### config.mk
export PLATFORM = sky130hd
export DESIGN_NAME = tcp_timestamp_rtt_rewriter_top
export DESIGN_NICKNAME = d
export VERILOG_FILES = /design/src/tsrw_pkg.sv /design/src/tcp_timestamp_rtt_rewriter_top.sv
export SDC_FILE = /design/constraint.sdc
export NUM_CORES = 1
export LEC_CHECK = 0
export BUFFER_PORTS_ARGS = -buffer_cell sky130_fd_sc_hd__buf_2
export CORE_MARGIN = 3
export CORE_UTILIZATION = 40
export DETAILED_ROUTE_END_ITERATION = 16
export SYNTH_ARGS = -nofsm -noshare
export SYNTH_HDL_FRONTEND = slang
export SYNTH_SLANG_ARGS = --single-unit
### constraint.sdc
create_clock -name aclk -period 8 [get_ports aclk]
set_clock_uncertainty 0.15 [all_clocks]
set_input_delay 1.6 -clock aclk [delete_from_list [all_inputs] [get_ports aclk]]
set_output_delay 1.6 -clock aclk [all_outputs]
set_load 0.01 [all_outputs]
### src/tsrw_pkg.sv
package tsrw_pkg;

    // Width of the segment byte counter; the counter saturates at its all-ones value.
    localparam int POSITION_BITS = 16;

    typedef logic [POSITION_BITS-1:0] pos_t;

    // Reset value of the watched port register.
    localparam logic [15:0] WATCHED_PORT_RESET = 16'd5001;

    // Byte offsets inside the TCP header.
    localparam int OFF_SRC_PORT_HI  = 0;
    localparam int OFF_SRC_PORT_LO  = 1;
    localparam int OFF_DST_PORT_HI  = 2;
    localparam int OFF_DST_PORT_LO  = 3;
    localparam int OFF_DATA_OFFSET  = 12;
    localparam int OFF_CHECKSUM_HI  = 16;
    localparam int OFF_CHECKSUM_LO  = 17;
    localparam int OFF_OPTIONS      = 20;

    // Header length below which no option walk takes place.
    localparam logic [5:0] MIN_HEADER_BYTES = 6'd30;

    // Option kinds and the smallest legal option length.
    localparam logic [7:0] OPT_KIND_NOP       = 8'd1;
    localparam logic [7:0] OPT_KIND_TIMESTAMP = 8'd8;
    localparam logic [7:0] OPT_MIN_LEN        = 8'd2;

    // Offsets of the timestamp fields relative to the option kind byte.
    localparam int TSVAL_FIRST = 2;
    localparam int TSVAL_LAST  = 5;
    localparam int TSECR_FIRST = 6;
    localparam int TSECR_LAST  = 9;

    // IP protocol number of TCP, part of the checksum pseudo-header.
    localparam logic [15:0] PROTO_TCP = 16'd6;

    // Option walk phases.
    typedef enum logic [1:0] {
        PH_KIND = 2'd0,
        PH_LEN  = 2'd1,
        PH_SKIP = 2'd2,
        PH_DONE = 2'd3
    } walk_phase_t;

    // Per-byte results handed from the parse stage to the output stage.
    typedef struct packed {
        logic [7:0]  out_byte;
        logic        last;
        logic        ck_ok;
        logic        rtt_ok;
        logic [15:0] acc;
        logic [17:0] pseudo;
        logic [15:0] tcp_len;
        logic [31:0] now;
        logic [31:0] old_echo;
    } stage_t;

endpackage

### src/tcp_timestamp_rtt_rewriter_top.sv
// Pipeline: two register stages (parse stage, output stage); an accepted byte is registered in
// the parse stage, then in the output stage, and is held there while m_ready is low.
// Throughput: one byte per cycle unless m_ready stalls the output; the per-byte parse, rewrite
// and one's-complement add sit in the parse stage, pseudo-header fold and RTT subtract in output.
// Reset: aresetn is synchronous and active low; it empties both stages, clears the
// per-segment parse state and loads the watched port with 5001.
module tcp_timestamp_rtt_rewriter_top
    import tsrw_pkg::*;
(
    input  logic        aclk,
    input  logic        aresetn,

    input  logic        cfg_wr_en,
    input  logic [15:0] cfg_wr_data,

    input  logic        s_valid,
    output logic        s_ready,
    input  logic [7:0]  s_data_byte,
    input  logic        s_last_byte,
    input  logic        s_direction,
    input  logic [31:0] s_stamp_now,
    input  logic [31:0] s_echo_value,
    input  logic [31:0] s_source_address,
    input  logic [31:0] s_dest_address,

    output logic        m_valid,
    input  logic        m_ready,
    output logic [7:0]  m_out_byte,
    output logic        m_out_last,
    output logic        m_checksum_valid,
    output logic [15:0] m_new_checksum,
    output logic        m_rtt_valid,
    output logic [31:0] m_rtt_sample
);

    // Configuration and per-segment parse state.
    logic [15:0] watched_port_reg;
    pos_t        pos_reg, pos_next;
    logic [5:0]  header_bytes_reg, header_bytes_next;
    logic [7:0]  port_high_reg, port_high_next;
    logic        port_matched_reg, port_matched_next;
    walk_phase_t phase_reg, phase_next;
    logic [7:0]  skip_reg, skip_next;
    logic        found_reg, found_next;
    logic [5:0]  start_reg, start_next;
    logic [31:0] old_echo_reg, old_echo_next;
    logic [15:0] acc_reg, acc_next;
    logic [7:0]  held_reg, held_next;
    logic        half_reg, half_next;

    // Pipeline registers.
    logic        p1_valid_reg, p1_valid_next;
    stage_t      p1_reg, p1_next;
    logic        m_valid_reg, m_valid_next;
    logic [7:0]  m_byte_reg, m_byte_next;
    logic        m_last_reg, m_last_next;
    logic        m_ck_valid_reg, m_ck_valid_next;
    logic [15:0] m_ck_reg, m_ck_next;
    logic        m_rtt_valid_reg, m_rtt_valid_next;
    logic [31:0] m_rtt_reg, m_rtt_next;

    logic        advance;
    logic        s_accept;

    // Handshake: the output stage moves when empty or taken, the parse stage when it can drain.
    assign advance  = !m_valid_reg || m_ready;
    assign s_ready  = !p1_valid_reg || advance;
    assign s_accept = s_valid && s_ready;

    // Header field capture for the current byte.
    logic [5:0]  hdr_cur;
    logic        active;
    logic        in_walk;

    always_comb begin
        port_high_next    = port_high_reg;
        port_matched_next = port_matched_reg;
        header_bytes_next = header_bytes_reg;
        if (pos_reg == pos_t'(OFF_SRC_PORT_HI) || pos_reg == pos_t'(OFF_DST_PORT_HI)) begin
            port_high_next = s_data_byte;
        end
        if ((pos_reg == pos_t'(OFF_SRC_PORT_LO) && !s_direction) ||
            (pos_reg == pos_t'(OFF_DST_PORT_LO) && s_direction)) begin
            port_matched_next = ({port_high_reg, s_data_byte} == watched_port_reg);
        end
        if (pos_reg == pos_t'(OFF_DATA_OFFSET)) begin
            header_bytes_next = {s_data_byte[7:4], 2'b00};
        end
        hdr_cur = header_bytes_next;
        active  = port_matched_next && (hdr_cur >= MIN_HEADER_BYTES);
        in_walk = active && (pos_reg >= pos_t'(OFF_OPTIONS)) && (phase_reg != PH_DONE);
    end

    // Option walk: next phase, skip count and timestamp location.
    logic [7:0] skip_dec;

    always_comb begin
        phase_next = phase_reg;
        skip_next  = skip_reg;
        found_next = found_reg;
        start_next = start_reg;
        skip_dec   = skip_reg - 8'd1;
        if (in_walk) begin
            case (phase_reg)
                PH_KIND: begin
                    if (pos_reg >= pos_t'(hdr_cur)) begin
                        phase_next = PH_DONE;
                    end else if (s_data_byte == OPT_KIND_NOP) begin
                        phase_next = PH_KIND;
                    end else if (s_data_byte == OPT_KIND_TIMESTAMP) begin
                        found_next = 1'b1;
                        start_next = pos_reg[5:0];
                        phase_next = PH_DONE;
                    end else begin
                        phase_next = PH_LEN;
                    end
                end
                PH_LEN: begin
                    if (s_data_byte < OPT_MIN_LEN) begin
                        phase_next = PH_DONE;
                    end else if (s_data_byte == OPT_MIN_LEN) begin
                        phase_next = PH_KIND;
                    end else begin
                        skip_next  = s_data_byte - OPT_MIN_LEN;
                        phase_next = PH_SKIP;
                    end
                end
                PH_SKIP: begin
                    skip_next = skip_dec;
                    if (skip_dec == 8'd0) begin
                        phase_next = PH_KIND;
                    end
                end
                default: begin
                    phase_next = phase_reg;
                end
            endcase
        end
    end

    // Timestamp rewrite and TSecr capture.
    pos_t        rel;
    logic        in_stamp;
    logic [7:0]  ob;
    logic        rtt_ok;

    always_comb begin
        rel           = pos_reg - pos_t'(start_reg);
        in_stamp      = active && found_reg && (pos_reg > pos_t'(start_reg));
        ob            = s_data_byte;
        old_echo_next = old_echo_reg;
        rtt_ok        = 1'b0;
        if (in_stamp) begin
            if (!s_direction && rel >= pos_t'(TSVAL_FIRST) && rel <= pos_t'(TSVAL_LAST)) begin
                case (rel[1:0])
                    2'd2:    ob = s_stamp_now[31:24];
                    2'd3:    ob = s_stamp_now[23:16];
                    2'd0:    ob = s_stamp_now[15:8];
                    default: ob = s_stamp_now[7:0];
                endcase
            end else if (s_direction && rel >= pos_t'(TSECR_FIRST) &&
                         rel <= pos_t'(TSECR_LAST)) begin
                old_echo_next = {old_echo_reg[23:0], s_data_byte};
                case (rel[1:0])
                    2'd2:    ob = s_echo_value[31:24];
                    2'd3:    ob = s_echo_value[23:16];
                    2'd0:    ob = s_echo_value[15:8];
                    default: ob = s_echo_value[7:0];
                endcase
            end
            rtt_ok = s_direction && (rel >= pos_t'(TSECR_LAST));
        end
    end

    // Running one's-complement sum; an odd final byte is padded with a zero low byte.
    logic [7:0]  sb;
    logic        add_en;
    logic [15:0] word;
    logic [16:0] sum17;
    logic [15:0] acc_sum;
    logic [17:0] pseudo;

    always_comb begin
        sb = (pos_reg == pos_t'(OFF_CHECKSUM_HI) || pos_reg == pos_t'(OFF_CHECKSUM_LO)) ?
             8'd0 : ob;
        add_en    = half_reg || s_last_byte;
        word      = half_reg ? {held_reg, sb} : {sb, 8'd0};
        sum17     = {1'b0, acc_reg} + {1'b0, word};
        acc_sum   = add_en ? (sum17[15:0] + {15'd0, sum17[16]}) : acc_reg;
        held_next = half_reg ? held_reg : sb;
        half_next = !half_reg;
        pos_next  = (pos_reg == '1) ? pos_reg : pos_reg + pos_t'(1);
        acc_next  = acc_sum;
        pseudo    = {2'b00, s_source_address[31:16]} + {2'b00, s_source_address[15:0]} +
                    {2'b00, s_dest_address[31:16]} + {2'b00, s_dest_address[15:0]};
    end

    // Parse stage payload.
    always_comb begin
        p1_next.out_byte = ob;
        p1_next.last     = s_last_byte;
        p1_next.ck_ok    = s_last_byte && active;
        p1_next.rtt_ok   = s_last_byte && rtt_ok;
        p1_next.acc      = acc_sum;
        p1_next.pseudo   = pseudo;
        p1_next.tcp_len  = 16'(pos_next);
        p1_next.now      = s_stamp_now;
        p1_next.old_echo = old_echo_next;
    end

    // Watched port and parse state registers; the parse state returns to its cleared value after a last byte.
    always_ff @(posedge aclk) begin
        if (!aresetn) begin
            watched_port_reg <= WATCHED_PORT_RESET;
        end else if (cfg_wr_en) begin
            watched_port_reg <= cfg_wr_data;
        end
    end

    always_ff @(posedge aclk) begin
        if (!aresetn || (s_accept && s_last_byte)) begin
            pos_reg          <= '0;
            header_bytes_reg <= '0;
            port_high_reg    <= '0;
            port_matched_reg <= 1'b0;
            phase_reg        <= PH_KIND;
            skip_reg         <= '0;
            found_reg        <= 1'b0;
            start_reg        <= '0;
            old_echo_reg     <= '0;
            acc_reg          <= '0;
            held_reg         <= '0;
            half_reg         <= 1'b0;
        end else if (s_accept) begin
            pos_reg          <= pos_next;
            header_bytes_reg <= header_bytes_next;
            port_high_reg    <= port_high_next;
            port_matched_reg <= port_matched_next;
            phase_reg        <= phase_next;
            skip_reg         <= skip_next;
            found_reg        <= found_next;
            start_reg        <= start_next;
            old_echo_reg     <= old_echo_next;
            acc_reg          <= acc_next;
            held_reg         <= held_next;
            half_reg         <= half_next;
        end
    end

    // Output stage: pseudo-header fold, checksum complement and RTT.
    logic [18:0] total;
    logic [16:0] fold1;
    logic [15:0] fold2;

    always_comb begin
        total = {3'b000, p1_reg.acc} + {1'b0, p1_reg.pseudo} + {3'b000, p1_reg.tcp_len} +
                {3'b000, PROTO_TCP};
        fold1 = {1'b0, total[15:0]} + {14'd0, total[18:16]};
        fold2 = fold1[15:0] + {15'd0, fold1[16]};

        p1_valid_next    = s_accept ? 1'b1 : (advance ? 1'b0 : p1_valid_reg);
        m_valid_next     = advance ? p1_valid_reg : m_valid_reg;
        m_byte_next      = p1_reg.out_byte;
        m_last_next      = p1_reg.last;
        m_ck_valid_next  = p1_reg.ck_ok;
        m_ck_next        = p1_reg.ck_ok ? ~fold2 : 16'd0;
        m_rtt_valid_next = p1_reg.rtt_ok;
        m_rtt_next       = p1_reg.rtt_ok ? (p1_reg.now - p1_reg.old_echo) : 32'd0;
    end

    always_ff @(posedge aclk) begin
        if (!aresetn) begin
            p1_valid_reg <= 1'b0;
            m_valid_reg  <= 1'b0;
        end else begin
            p1_valid_reg <= p1_valid_next;
            m_valid_reg  <= m_valid_next;
        end
    end

    always_ff @(posedge aclk) begin
        if (s_accept) begin
            p1_reg <= p1_next;
        end
        if (advance && p1_valid_reg) begin
            m_byte_reg      <= m_byte_next;
            m_last_reg      <= m_last_next;
            m_ck_valid_reg  <= m_ck_valid_next;
            m_ck_reg        <= m_ck_next;
            m_rtt_valid_reg <= m_rtt_valid_next;
            m_rtt_reg       <= m_rtt_next;
        end
    end

    assign m_valid          = m_valid_reg;
    assign m_out_byte       = m_byte_reg;
    assign m_out_last       = m_last_reg;
    assign m_checksum_valid = m_ck_valid_reg;
    assign m_new_checksum   = m_ck_reg;
    assign m_rtt_valid      = m_rtt_valid_reg;
    assign m_rtt_sample     = m_rtt_reg;

    // A checksum or RTT result only ever comes with the final byte of a segment.
    assert property (@(posedge aclk) disable iff (!aresetn)
        m_valid && (m_checksum_valid || m_rtt_valid) |-> m_out_last)
        else $error("checksum or RTT reported on a non-final byte");

    // Unreported checksum and RTT fields read as zero.
    assert property (@(posedge aclk) disable iff (!aresetn)
        m_valid && !m_checksum_valid && !m_rtt_valid |-> m_new_checksum == 16'd0 &&
        m_rtt_sample == 32'd0)
        else $error("unreported checksum or RTT field is not zero");

    // The parse state is cleared after the final byte of a segment is accepted.
    assert property (@(posedge aclk) disable iff (!aresetn)
        s_accept && s_last_byte |=> pos_reg == '0 && phase_reg == PH_KIND && !half_reg &&
        acc_reg == 16'd0)
        else $error("parse state not cleared after the final byte");

    // The stages never hold more transactions than they have room for.
    assert property (@(posedge aclk) disable iff (!aresetn)
        p1_valid_reg && !advance |-> !s_ready)
        else $error("input accepted while both stages are full");

endmodule
==> flow_summary.json, run 1 <==
{
  "outcome": "finished, final reports clean",
  "final_nets": 2408,
  "irDropWorstVdd_uv": 155.7,
  "root_buffer": "clkbuf_16",
  "maxSlewHeadroom_pct": 21.04,
  "synth_warnings": 0,
  "fp.coreArea_um2": 47150,
  "cts_sinks": 307,
  "cts_buffers": 36,
  "crit_slowest_cell": "dfxtp_1",
  "multi_input_area_um2": 10700,
  "grt_pass1_wl_um": 79550,
  "yosysSeqAreaShare_pct": 41.33,
  "clockBufferDepth": 3,
  "dieArea_um2": 50990,
  "hp-class": "register to register",
  "die_h_um": 225.8,
  "drtIter0Drc": 1078,
  "synthCells": 1864,
  "viasPerCell": 5.488,
  "fin_crit_ns": 7.548,
  "area_growth_pct": 15.49,
  "finalPower_w": 0.006092,
  "clk_pin_slew_ns": 0.06,
  "grt_pass1_vias": 14250,
  "yosys_most_used_dff": "edfxtp_1",
  "rows": 79,
  "n_antenna_cell": 0,
  "dr.pass1.iters": 5,
  "cp_top_family": "compound AO/OA/AOI/OAI gates",
  "antenna_found_initial": 1,
  "ant_nets": 0,
  "crit_path_max_incr_delay_ns": 0.47,
  "grt_max_degree": 78,
  "htree_levels": 2,
  "postSynth.asyncResetShare_pct": 0,
  "avgSynthCellArea_um2": 10.37,
  "ys_ff_latch": 307,
  "fin_crit_sh_pct": 94.35,
  "cts_tree": "yes",
  "layout-drive-gt1-share_pct": 18.22,
  "largest_reg_flops": 114,
  "postCtsSetupRepairBufs": 0,
  "wl_per_cell_um": 18.94,
  "setup_viol": 0,
  "drv_slew": 0,
  "clkLatencyLatePin_ns": 0.55,
  "fin_tns_setup_ns": 0,
  "drcViolationCount": 0,
  "io_buffers": 219,
  "grt_use_total_pct": 19.86,
  "die_x_um": 225.8,
  "cp_num_buf_inv": 2,
  "cp_max_fo": 8,
  "cpMostUsedCell": "ha_1",
  "register_area_um2": 7988,
  "synth_edf_count": 184,
  "fmax_mhz": 132.5,
  "fillCellCount": 4372,
  "power.density_nw_per_um2": 272.9,
  "cp.required_ns": 8.11,
  "place_hpwl_um": 39200,
  "cp.arrival_ns": 7.66,
  "critPathCaptureType": "register",
  "max-cap-violations": 0,
  "grt_setup_unrepaired": "false",
  "overflow": 0,
  "initial_core_util_pct": 40.99,
  "finalHoldViolations": 0,
  "syn_area_um2": 19320,
  "tightest_slew_ns": 1.179,
  "critPathKind": "register to register",
  "leakagePower_nw": 9.135,
  "synth_fp_nets": 2203,
  "crit_path_start_kind": "register",
  "drt_wl_total_um": 51230,
  "num_io_pins": 220,
  "routabilityCongestion": 0.9340,
  "via_count": 14840,
  "ys_types": 85
}
==> per-stage QoR <==
step | instances | cell area, µm² | setup slack, ns | hold WS (ns) | utilization [%]
CTS | 2704 | 22310 | 0.1019 | 0.2716 | 47.31
global route | 2704 | 22320 | 0.07042 | 0.2756 | 47.34
finish | 2704 | 22320 | 0.4523 | 0.2710 | 47.34
detailed placement | 2638 | 21030 | 0.1492 | 0.2561 | 44.61
floorplan | 1864 | 19320 | 0.8403 | 0.2503 | -
global placement | 2638 | 21030 | 0.2818 | 0.2576 | 44.61
==> cell usage after synthesis, drive strengths merged (36+ instances only) <==
cell,instances,area (µm²)
fa,53,1061
xor2,45,394.1
a21o,39,292.8
nand3,46,242.7
o21ai,73,365.4
edfxtp,184,5525
ha,127,1589
xnor2,81,709.4
inv,84,315.3
nand2,179,671.9
nor2b,36,225.2
nor2,154,604.3
a21oi,90,450.4
clkbuf,61,229.0
nor3,45,225.2
dfxtp,123,2462
mux2i,75,750.7
==> cells in the final DEF (no fill, tap or decap), types with 8 or more instances in the layout <==
cell,Yosys,final
buf_2,4,219
edfxtp_1,184,184
nand2_1,179,178
nor2_1,151,151
ha_1,127,127
dfxtp_1,123,123
a21oi_1,90,90
inv_1,83,83
xnor2_1,81,81
mux2i_1,75,75
o21ai_0,66,66
fa_1,53,53
xor2_1,45,45
nor3_1,45,45
nand3_1,45,44
a21o_1,39,39
clkbuf_16,0,39
nor2b_1,36,35
mux2_2,29,29
and3_1,29,29
nand4_1,26,26
buf_4,0,24
a211oi_1,19,19
nand2b_1,18,18
o21a_1,16,16
mux4_2,16,16
nor4_1,12,12
or3_1,11,11
a31oi_1,11,11
and2_1,10,10
a32o_1,10,10
a22o_1,9,9
o211ai_1,8,8
and4_1,8,8
or2_2,8,8
a211o_1,8,8
==> final timing paths <==
path	cells after the start	slack [ns]	to	startpoint
worst min register to register	0	0.27	m_out_byte[5]	m_byte_next[5]
worst max-delay path	28	0.45	p1_reg[112]	pos_reg[0]
worst max register to register	28	0.45	p1_reg[112]	pos_reg[0]
worst min-delay path	0	0.27	m_out_byte[5]	m_byte_next[5]
==> timing repair <==
item / 4_1_cts / 5_1_grt
hold buffers: 0 / 0
setup endpoints to repair: 0 / 25
gates resized for setup: 0 / 3
==> routing by layer <==
| metal | vias up | share of wire (%) | global-route usage [%] |
|---|---|---|---|
| met2 | 427 | 44 | 31.05 |
| met4 | 2 | 1.8 | 4.346 |
| met5 | - | 0.025 | 0 |
| li1 | 7205 | - | - |
| met1 | 7142 | 48 | 28.99 |
| met3 | 63 | 5.9 | 3.315 |
==> kinds of logic (layout without fill, tap and decap cells) <==
kind of cell,count (synthesis),in the layout,synth area share (%)
simple gates,612,612,15.72
compound gates,355,355,12.42
flops,307,307,41.33
fa+ha+maj,180,180,13.71
buf+inv,161,394,3.425
xor+xnor,126,126,5.711
mux,123,123,7.672
==> layout make-up <==
| cell class | count | share of cell area, % |
|---|---|---|
| Multi-Input combinational cell | 1396 | 47.93 |
| Sequential cell | 307 | 35.79 |
| Timing Repair Buffer | 243 | 5.718 |
| Clock buffer | 46 | 4.670 |
| Tap cell | 607 | 3.403 |
| Inverter | 85 | 1.452 |
| Clock inverter | 20 | 1.037 |
==> power by group <==
group / internal (W) / switching, W / total [W] / leakage, nW
registers: 0.00185 / 0.0000660 / 0.00191 / 2.81
clock network: 0.00106 / 0.000692 / 0.00175 / 0.616
logic: 0.000977 / 0.00145 / 0.00243 / 5.71
total: 0.00389 / 0.00221 / 0.00609 / 9.13
(Power assumes the default switching activity.)
==> run 2: changes to the inputs <==
- BUFFER_PORTS_ARGS: -buffer_cell sky130_fd_sc_hd__buf_2 -> unset
- DONT_BUFFER_PORTS: unset -> 1
- clock period: 8 -> 8.57 ns (I/O delays scaled with it)
==> run 2 against run 1 <==
First-iteration DRC count is 16% higher. Sequential power is 5% lower. Clock power is 11% lower. Hold slack hardly changed. Clock-buffer cell count stayed put. Fmax is 4.5% lower. Sequential share of layout area is 2.1 points higher. Utilization is 2.7 points lower. Combinational power is 9.9% lower. Largest power group unchanged.
==> flow_summary.json, run 2 (synthesis gave the netlist of run 1 again) <==
{
  "setup_viol": 0,
  "cp.arrival_ns": 8.03,
  "irDropWorstVdd_uv": 181.5,
  "tightest_slew_ns": 1.110,
  "area_growth_pct": 8.961,
  "design_area_um2": 21060,
  "layout-drive-gt1-share_pct": 7.940,
  "cp_num_buf_inv": 1,
  "antenna_found_initial": 2,
  "largest_reg_flops": 114,
  "grt_pass1_wl_um": 77580,
  "dr.pass1.iters": 6,
  "outcome": "finished, final reports clean",
  "cts_buffers": 36,
  "fmax_mhz": 126.5,
  "io_buffers": 0,
  "clockBufferDepth": 3,
  "crit_slowest_cell": "and3_1",
  "cts_sinks": 307,
  "cts_tree": "yes",
  "power.density_nw_per_um2": 263.6,
  "hold_buffers": 0,
  "drv_slew": 0,
  "post_dp_cell_area_um2": 19850,
  "drcViolationCount": 0,
  "hp-class": "register to register",
  "clk_pin_slew_ns": 0.06,
  "crit_path_max_incr_delay_ns": 0.52,
  "final_core_util_pct": 44.66,
  "fin_crit_ns": 7.906,
  "leakagePower_nw": 8.181,
  "layout_common_cells": "edfxtp_1, nand2_1, nor2_1, ha_1, dfxtp_1",
  "cts-resized-gates": 0,
  "grt_setup_unrepaired": "false",
  "fp.coreArea_um2": 47150,
  "critPathCaptureType": "register",
  "max-cap-violations": 0,
  "wl_per_cell_um": 20.37,
  "root_buffer": "clkbuf_16",
  "rows": 79,
  "die_x_um": 225.8,
  "clkLatencyLatePin_ns": 0.54,
  "drtIter0Drc": 1248,
  "initial_core_util_pct": 40.99,
  "place_hpwl_um": 38360,
  "num_io_pins": 220,
  "maxSlewHeadroom_pct": 25.70,
  "die_h_um": 225.8,
  "ant_nets": 0,
  "critPathKind": "register to register",
  "final_common_cell": "edfxtp_1",
  "viasPerCell": 5.639,
  "cp_top_family": "compound AO/OA/AOI/OAI gates",
  "fin_tns_setup_ns": 0,
  "final_nets": 2177,
  "postCtsSetupRepairBufs": 0,
  "holdWs_ns": 0.2710,
  "via_count": 13950,
  "fillCellCount": 4341,
  "drt_wl_total_um": 50380,
  "cp.required_ns": 8.69,
  "finalHoldViolations": 0,
  "reg2reg_slack_ns": 0.66,
  "routabilityCongestion": 0.9045,
  "cp_max_fo": 9,
  "fin_crit_sh_pct": 92.25,
  "dieArea_um2": 50990,
  "grt_max_degree": 80,
  "htree_levels": 2,
  "crit_path_start_kind": "register",
  "grt_pass1_vias": 13610,
  "overflow": 0,
  "grt_use_total_pct": 19.60
}
-- run 2: cell types whose count changed in the layout (fill, tap and decap cells not counted), moves of 2 or more --
cell and delta:
clkinv_2 +6, buf_4 -12, buf_2 -219, clkinv_4 -2, diode_2 +2, clkinv_1 -2
inv_6 -2
-- run 2: path summary, 6_finish.rpt --
path,start,to,depth (start not counted)
max,pos_reg[0],p1_reg[112],28
min,m_byte_next[1],m_out_byte[1],0
max reg2reg,pos_reg[0],p1_reg[112],28
min reg2reg,m_byte_next[1],m_out_byte[1],0
-- run 2: power breakdown --
group,internal (W),switching [W]
clock network,0.000943,0.000612
registers,0.00173,0.0000812
logic,0.000868,0.00132
-- run 2: through the flow --
stage                     worst slack, ns  power (W)  instances
final                              0.6641   0.005550       2473
after detailed placement           0.7303   0.004008       2407
after floorplan                     1.296   0.003472       1864
after global routing              0.01137   0.005958       2471
after global placement             0.8644   0.003981       2407
after CTS                          0.6986   0.005606       2471
-- run 2: cell type report --
type	instances	area [µm²]	area share, %
multi-input combinational	1396	10690	50.75
sequential	307	7988	37.93
clock buffer	46	1032	4.902
tap	607	759.5	3.607
inverter	85	324.1	1.539
clock inverter	18	172.7	0.8200
timing repair buffer	12	90.09	0.4278
antenna	2	5.005	0.02377
-- run 2: routing by layer --
| layer | part of all wire (%) | track usage [%] | vias up |
|---|---|---|---|
| met5 | 0 | 0 | - |
| met4 | 2.3 | 5.761 | 0 |
| met3 | 8.4 | 5.356 | 71 |
| met2 | 43 | 29.71 | 474 |
| met1 | 46 | 27.46 | 6666 |
| li1 | - | - | 6734 |
==> run 3: changes to the inputs <==
- CORE_ASPECT_RATIO: unset -> 0.7
==> run 3 against run 2 <==
Via count rose by 0.24%. Clock-buffer cell count rose by 1. Sequential share of layout area rose by 0.33 points. Fmax rose by 1.8%. Critical endpoint unchanged. Largest cell class unchanged.
==> flow_summary.json, run 3 (synthesis gave the netlist of run 1 again) <==
{
  "finalHoldViolations": 0,
  "largest_reg_flops": 114,
  "power.density_nw_per_um2": 255.4,
  "cp_num_buf_inv": 1,
  "clockBufferDepth": 3,
  "root_buffer": "clkbuf_16",
  "cts_sinks": 307,
  "ant_nets": 0,
  "routabilityCongestion": 0.9266,
  "cp_top_family": "compound AO/OA/AOI/OAI gates",
  "irDropWorstVdd_uv": 139.7,
  "via_count": 13980,
  "die_h_um": 189.9,
  "wl_per_cell_um": 20.40,
  "leakagePower_nw": 8.085,
  "placed_cells": 2412,
  "postCtsSetupRepairBufs": 0,
  "final_nets": 2172,
  "setup_viol": 0,
  "grt_max_degree": 91,
  "crit_slowest_cell": "dfxtp_1",
  "fin_tns_setup_ns": 0,
  "cts-resized-gates": 0,
  "die_x_um": 268.7,
  "dr.pass1.iters": 5,
  "outcome": "finished, final reports clean",
  "crit_path_max_incr_delay_ns": 0.48,
  "cts_tree": "yes",
  "num_io_pins": 220,
  "cpMostUsedCell": "ha_1",
  "cp_max_fo": 9,
  "tightest_slew_ns": 1.274,
  "overflow": 0,
  "fin_crit_sh_pct": 90.61,
  "grt_setup_unrepaired": "false",
  "grt_pass1_wl_um": 78240,
  "critPathCaptureType": "register",
  "initial_core_util_pct": 41.06,
  "clk_pin_slew_ns": 0.06,
  "crit_path_start_kind": "register",
  "finalNonFillerCells": 2470,
  "rows": 66,
  "drt_wl_total_um": 50380,
  "cp.required_ns": 8.73,
  "layout_common_cells": "edfxtp_1, nand2_1, nor2_1, ha_1, dfxtp_1",
  "io_buffers": 0,
  "htree_levels": 1,
  "final_common_cell": "edfxtp_1",
  "max-cap-violations": 0,
  "drcViolationCount": 0,
  "critPathKind": "register to register",
  "cp.arrival_ns": 7.93,
  "layout-drive-gt1-share_pct": 7.593,
  "viasPerCell": 5.660,
  "fmax_mhz": 128.8,
  "fillCellCount": 4480,
  "grt_use_total_pct": 19.62,
  "area_growth_pct": 8.022,
  "hold_buffers": 0,
  "antenna_found_initial": 0,
  "dieArea_um2": 51030,
  "grt_pass1_vias": 13080,
  "register_area_um2": 7988,
  "maxSlewHeadroom_pct": 12.89,
  "cts_buffers": 31,
  "fp.coreArea_um2": 47070,
  "clkLatencyLatePin_ns": 0.57,
  "hp-class": "register to register",
  "drv_slew": 0,
  "drtIter0Drc": 1282,
  "place_hpwl_um": 39050,
  "multi_input_area_um2": 10700,
  "reg2reg_slack_ns": 0.81,
  "fin_crit_ns": 7.765
}
run 3: power by group:
part | internal [W] | total (W) | leakage, nW | switching [W]
registers | 0.00173 | 0.00181 | 2.81 | 0.0000863
logic | 0.000866 | 0.00217 | 4.78 | 0.00130
clock network | 0.000775 | 0.00135 | 0.496 | 0.000572
run 3: layer usage:
layer | GRT usage [%] | vias up | wire length (µm)
li1 | - | 6721 | -
met1 | 32.08 | 6730 | 25690
met2 | 25.92 | 466 | 19600
met3 | 4.370 | 62 | 4160
met4 | 3.689 | 0 | 927
met5 | 0 | - | 0
run 3: final cells by class:
class                           instances  share of cell area, %
Antenna cell                            1                0.01199
Clock inverter                         10                 0.3656
Multi-Input combinational cell       1396                  51.25
Inverter                               85                  1.552
Clock buffer                           47                  4.453
Tap cell                              612                  3.668
Sequential cell                       307                  38.26
Timing Repair Buffer                   12                 0.4316
run 3: metrics by stage:
stage	cell area [µm²]	power [W]	hold slack (ns)	setup slack, ns	util, %
after floorplan	19320	0.003472	0.2503	1.296	-
after global placement	19850	0.003945	0.2656	0.6974	42.18
after detailed placement	19850	0.003985	0.2859	0.5151	42.18
after CTS	20860	0.005357	0.2976	0.5168	44.31
after global routing	20870	0.005727	0.3022	0.1080	44.34
final	20880	0.005332	0.2938	0.8050	44.35
run 3: worst paths after layout:
| path | end | from | cells after the start |
|---|---|---|---|
| worst max-delay path | p1_reg[112] | pos_reg[0] | 28 |
| worst min-delay path | m_out_byte[6] | m_byte_next[6] | 0 |
| worst max register to register | p1_reg[112] | pos_reg[0] | 28 |
| worst min register to register | m_out_byte[6] | m_byte_next[6] | 0 |
